==> src/hdl/sssp_pkg.sv <==
package sssp_pkg;

  localparam int unsigned VertexBits = 6;
  localparam int unsigned WeightPortBits = 16;
  localparam int unsigned DistBits = 32;
  localparam int unsigned CountBits = 7;
  localparam logic [DistBits-1:0] IntMax = 32'h7FFF_FFFF;
  localparam logic [CountBits-1:0] VertexCountReset = 7'd64;

  typedef struct packed {
    logic [VertexBits-1:0]     from_vertex;
    logic [VertexBits-1:0]     to_vertex;
    logic [WeightPortBits-1:0] edge_weight;
    logic                      last_edge;
    logic [VertexBits-1:0]     start_vertex;
  } edge_req_t;

  typedef struct packed {
    logic [VertexBits-1:0] vertex_id;
    logic [DistBits-1:0]   path_length;
    logic                  reachable;
    logic                  negative_cycle;
    logic                  last_result;
  } dist_rsp_t;

endpackage

==> src/hdl/sssp_front.sv <==
module sssp_front #(
  parameter int unsigned WeightBits = 16
) (
  input  logic clk_i,
  input  logic rst_ni,
  input  logic in_valid_i,
  output logic in_ready_o,
  input  sssp_pkg::edge_req_t in_req_i,
  output logic q_valid_o,
  input  logic q_ready_i,
  output sssp_pkg::edge_req_t q_req_o
);

  localparam int unsigned Depth = 2;

  sssp_pkg::edge_req_t fifo_q [Depth];
  logic       wr_ptr_q, rd_ptr_q;
  logic [1:0] cnt_q;
  logic       push, pop;
  sssp_pkg::edge_req_t req_x;

  always_comb begin
    req_x = in_req_i;
    req_x.edge_weight = sssp_pkg::WeightPortBits'(
      $signed(in_req_i.edge_weight[WeightBits-1:0]));
  end

  assign in_ready_o = (cnt_q != 2'd2);
  assign push = in_valid_i && in_ready_o;
  assign q_valid_o = (cnt_q != 2'd0);
  assign pop = q_valid_o && q_ready_i;
  assign q_req_o = fifo_q[rd_ptr_q];

  always_ff @(posedge clk_i) begin
    if (push) begin
      fifo_q[wr_ptr_q] <= req_x;
    end
  end

  always_ff @(posedge clk_i or negedge rst_ni) begin
    if (!rst_ni) begin
      wr_ptr_q <= 1'b0;
      rd_ptr_q <= 1'b0;
      cnt_q    <= 2'd0;
    end else begin
      if (push) wr_ptr_q <= ~wr_ptr_q;
      if (pop) rd_ptr_q <= ~rd_ptr_q;
      cnt_q <= cnt_q + 2'(push) - 2'(pop);
    end
  end

endmodule

==> config.mk <==
export PLATFORM = sky130hd
export DESIGN_NAME = sssp_front
export DESIGN_NICKNAME = d
export VERILOG_FILES = /design/src/hdl/sssp_pkg.sv /design/src/hdl/sssp_front.sv
export SDC_FILE = /design/constraint.sdc
export NUM_CORES = 1
export LEC_CHECK = 0
export ABC_CLOCK_PERIOD_IN_PS = 6820
export BUFFER_PORTS_ARGS = -buffer_cell sky130_fd_sc_hd__buf_2
export CAP_MARGIN = 30
export CORE_MARGIN = 5
export CORE_UTILIZATION = 56
export DETAILED_ROUTE_END_ITERATION = 10
export PLACE_DENSITY = 0.84
export SLEW_MARGIN = 20
export SYNTH_ARGS = -nofsm -noshare
export SYNTH_HDL_FRONTEND = slang
export SYNTH_SLANG_ARGS = --single-unit
==> constraint.sdc <==
create_clock -name clk_i -period 6.82 [get_ports clk_i]
set_input_delay 1.364 -clock clk_i [delete_from_list [all_inputs] [get_ports clk_i]]
set_output_delay 1.364 -clock clk_i [all_outputs]
set_load 0.1 [all_outputs]
==> results of run 1 <==
-- kinds of logic (layout without fill, tap and decap cells) --
| logic type | count (synthesis) | after routing | synth area share (%) |
|---|---|---|---|
| adder cells (fa/ha/maj) | 2 | 2 | 0.878 |
| buffers and inverters | 5 | 94 | 1.71 |
| flip-flops | 74 | 74 | 77.3 |
| AND/OR/NAND/NOR | 6 | 6 | 1.23 |
| XOR/XNOR | 4 | 4 | 1.23 |
| multiplexers | 35 | 35 | 17.7 |
-- through the flow --
| step | cell area [um2] | std cells | util (%) |
|---|---|---|---|
| global placement | 3280 | 267 | 65.4 |
| detailed placement | 3300 | 268 | 65.8 |
| floorplan | 2850 | 126 | - |
| global route | 3520 | 285 | 70.4 |
| CTS | 3500 | 284 | 70.0 |
| finish | 3520 | 285 | 70.4 |
-- worst reg2reg max path, delay by kind of cell (launching register included) --
family / cells / cell delay, ps
xor+xnor: 2 / 300
flops: 1 / 420
fa+ha+maj: 2 / 460
simple gates: 2 / 460
buf+inv: 1 / 50
-- routing by layer --
metal / vias up / wire length [um]
li1: 655 / -
met1: 677 / 1640
met2: 48 / 2440
met3: 9 / 321
met4: 0 / 76
met5: - / 0
-- state kept, by name, indices dropped and copies added (netlist names) --
signal,cells
cnt_q,2
fifo_q,70
wr_ptr_q,1
rd_ptr_q,1
-- path summary, 6_finish.rpt --
kind                       startpoint    endpoint  cells after the start
max                          rd_ptr_q  q_req_o[2]                      3
min                          cnt_q[0]    cnt_q[0]                      1
max reg2reg                  cnt_q[1]    cnt_q[1]                      7
min reg2reg                  cnt_q[0]    cnt_q[0]                      1
max in group asynchronous      rst_ni    rd_ptr_q                      1
min in group asynchronous      rst_ni    wr_ptr_q                      1
-- cell type report --
type                       count  area share, %
inverter                       1          0.106
timing repair buffer          77           11.8
sequential                    74           62.5
multi-input combinational     47           17.2
tap                           70           2.48
clock inverter                 7           2.38
clock buffer                   9           3.51
-- synthesized netlist by cell type (all sizes together) --
master  count  area share [%]
edfxtp     70              74
mux2       35              18
buf         4             1.6
dfrtp       4             3.5
xnor2       3            0.92
ha          2            0.88
and2        1            0.31
and3        1            0.22
inv         1            0.13
nand2       1            0.13
nand2b      1            0.22
nor2        1            0.13
or2         1            0.22
xor2        1            0.31
==> run metrics, run 1 <==
syn nets=approximately 170; Critical path buffers and inverters=2; largest net degree at the start of global routing=36; Total Wirelength=between 4000 and 5000 um; Critical Path RT=approximately 5500 ps; quantity of I/O buffers inserted on ports=75; CP peak stage delay=roughly 660 ps; sequential fraction of the synthesis area=77.3%; First-pass DRT Iterations=3; Crit Path Category=register to primary output; Die Wd=81.3 um; routed via count=1389; GR Layer Usage met1=approximately 16%; CTS tree=built; fillcell total=roughly 360; critical-path cell list=buf_12 > mux2_2 > buf_2; initial antenna violation count=0; Overall Global Routing Usage=14.9%; post-DP HPWL=between 2000 and 3000 um; FF+latch count, synth=74; first-pass GRT wire length=7090 um; most frequent cells in the layout=buf_2, edfxtp_1, mux2_4; Sink Count=74; Max Buffers Root-to-Sink=2; CTS hold repair buffers=0; gr busiest metal=met2; TritonCTS Buffers=9; Unique masters post-synth=15; Max Slew Vio Count=0; vias in the first global route=1558; Top Ports=76; H-tree depth=3; max_slew headroom=a little under half; met3 usage=about 4.0%; area of the die=roughly 6600 um2; Worst-Margin Slew=815 ps; gr ovfl total=0; register area=around 2200 um2; setup TNS=0 ps; DRT antenna net count=0; flop-to-flop setup slack=a little over 5000 ps; final setup margin=3550 ps; dpl ws=3880 ps; commonest non-fill, non-tap cell in the layout=buf_2; PostCTS Resize Cnt=0; Reg clk slew, reported paths=about 70 ps; Final setup viols=0; Routed WL per cell=around 16 um; Initial Util=a little under three fifths; layout cells sized above 1=60.9%; Worst Hold Class=register to register; fmax=~0.3 GHz; highest net fanout along the worst path=23; CTS Root Cell=clkbuf_8; Core ar.=5010 um2; DRT iter0 DRCs=71; area of the multi-input gates=around 610 um2; min Tclk post-route=between 3000 and 4000 ps; outcome=completed; Cell Area, Synth=between 2000 and 3000 um2; Max Cap Viol=0; Vias per Instance=just under 5; Die Span Y=~81 um; Mapped Cells=approximately 130; met2 usage=a little over a quarter; CP startpoint kind=register; antenna cells=0; Top delay family on crit path=flip-flops; CP max stage cell=dfrtp_2; Area Overhead vs Synth=23.7%; crit share post-route=48.0%; data arrival time of the critical path=roughly 1900 ps; clock skew=~5.4 ps; Crit. End Element=primary output; DRC Markers=0; Hold Fails Final Rpt=0; Syn. warnings=0; # rows=26; Hold WS=557 ps; post-CTS setup buffers=0; unrepaired setup endpoints after global routing=no; gp weighted congestion=between 0.6 and 0.7; Syn Area/Cell=about 23 um2; Clk Latency, worst-skew pair=330 ps; Layout Nets=251
Power of run 1 is not shown: default switching activity piles up to over one toggle a cycle in this logic, so the estimate is an artifact.
==> inputs of run 2 (changes only) <==
- ABC_CLOCK_PERIOD_IN_PS: 6820 -> 2800
- CORE_UTILIZATION: 56 -> 47
- PLACE_DENSITY: 0.84 -> 0.75
- clock period: 6.82 -> 2.8 ns (I/O delays scaled with it)
==> run 2 against run 1 <==
Non-clock buffer count is the same. Global-route usage shrank 2.2 points. Highest routed layer is now met5. Critical path type unchanged. Sequential share of layout area shrank 0.53 points. Register-to-register slack lost 3900 ps. Sequential cell count is the same. Utilization shrank 10 points. Final area grew 0.85%. Clock skew grew 2.8 ps. Critical endpoint is now q_req_o[3]. Die area grew 17%. Critical path depth is the same.
==> run metrics, run 2 (same netlist as run 1, synthesis figures left out) <==
commonest non-fill, non-tap cell in the layout=buf_2; Largest regs=fifo_q x70, cnt_q x2; highest net fanout along the worst path=20; PostCTS Resize Cnt=0; Largest Register=fifo_q; max_slew headroom=44.2%; initial antenna violation count=1; most frequent cells in the layout=buf_2, edfxtp_1, mux2_4; Core ar.=5920 um2; Total Wirelength=around 4500 um; Max Slew Vio Count=0; fin cells=a little under 300; Die Wd=between 80 and 90 um; Initial Util=just under 50%; TritonCTS Buffers=9; Die Span Y=87.9 um; routed via count=between 1000 and 1500; min Tclk post-route=between 2000 and 3000 ps; Hold Fails Final Rpt=0; CP peak stage delay=around 700 ps; Max Buffers Root-to-Sink=2; Top Ports=76; Worst-Margin Slew=~840 ps; Crit Path Category=register to primary output; Cells after DPL=roughly 270; crit share post-route=89.7%; fmax=around 0.4 GHz; setup TNS=0 ps; CTS hold repair buffers=0; H-tree depth=3; vias in the first global route=1483; Overall Global Routing Usage=12.6%; Max Cap Viol=0; CP startpoint kind=register; fillcell total=449; largest net degree at the start of global routing=36; antenna cells=0; DRT iter0 DRCs=39; area of the die=approximately 7700 um2; Crit. End Element=primary output; layout cells sized above 1=roughly three fifths; max reg flops=70; Clk Latency, worst-skew pair=330 ps; post-CTS setup buffers=0; CP max stage cell=dfrtp_2; First-pass DRT Iterations=3; first-pass GRT wire length=6890 um; CTS tree=built; data arrival time of the critical path=between 1500 and 2000 ps; # rows=28; Reg clk slew, reported paths=approximately 60 ps; clock skew=8.16 ps; Sink Count=74; Layout Nets=around 250; post-DP HPWL=just over 3000 um; unrepaired setup endpoints after global routing=no; Worst Hold Class=primary input to async pin; outcome=completed; Critical Path RT=about 2200 ps; quantity of I/O buffers inserted on ports=75; CTS Root Cell=clkbuf_8; DRC Markers=0; critical-path cell list=buf_12 > mux2_2 > buf_2; Vias per Instance=4.70; gp weighted congestion=~0.72; Area Overhead vs Synth=24.8%; Final setup viols=0; Routed WL per cell=around 15 um; DRT antenna net count=0; gr ovfl total=0
run 2: cell count changes in the layout (fill, tap and decap cells not counted), sizes merged:
cell	previous run	this run
bufinv	2	3
clkinv	5	4
run 2: routing by layer:
| layer | wire [um] | global-route usage (%) |
|---|---|---|
| met5 | 20 | 0 |
| met4 | 97 | 7.53 |
| met3 | 332 | 3.95 |
| met2 | 2310 | 21.6 |
| met1 | 1700 | 13.6 |
run 2: path summary, 6_finish.rpt:
check | start | slack, ps | to | depth (start not counted)
worst max-delay path | rd_ptr_q | 290 | q_req_o[3] | 3
worst min-delay path | rst_ni | 30 | cnt_q[0] | 1
worst max register to register | cnt_q[1] | 1130 | cnt_q[1] | 7
worst min register to register | cnt_q[0] | 540 | cnt_q[0] | 1
max in group asynchronous | rst_ni | 2640 | rd_ptr_q | 1
min in group clk_i | in_req_i[22] | 410 | fifo_q[0][22] | 1
run 2: layout make-up:
cell class                 count  area (um2)  area share [%]
clock buffer                   9         124            3.48
clock inverter                 7         108            3.03
inverter                       1        3.75           0.106
multi-input combinational     47         607            17.1
sequential                    74        2200            62.0
tap                           75        93.8            2.64
timing repair buffer          77         415            11.7
run 2: critical path: cells and delay by family (launching register included):
| kind | cells | cell delay (ps) |
|---|---|---|
| flops | 1 | 700 |
| buf+inv | 2 | 560 |
| mux | 1 | 360 |
run 2: metrics by stage:
stage	util, %	instance area [um2]	setup slack [ps]	hold WS [ps]
final	60.0	3550	289	26.9
after global routing	60.0	3550	196	9.48
after CTS	60.0	3550	250	12.0
after detailed placement	56.1	3320	613	372
after global placement	56.1	3320	644	371
after floorplan	-	2850	25.6	264
Power of run 2 is left out for the same reason.
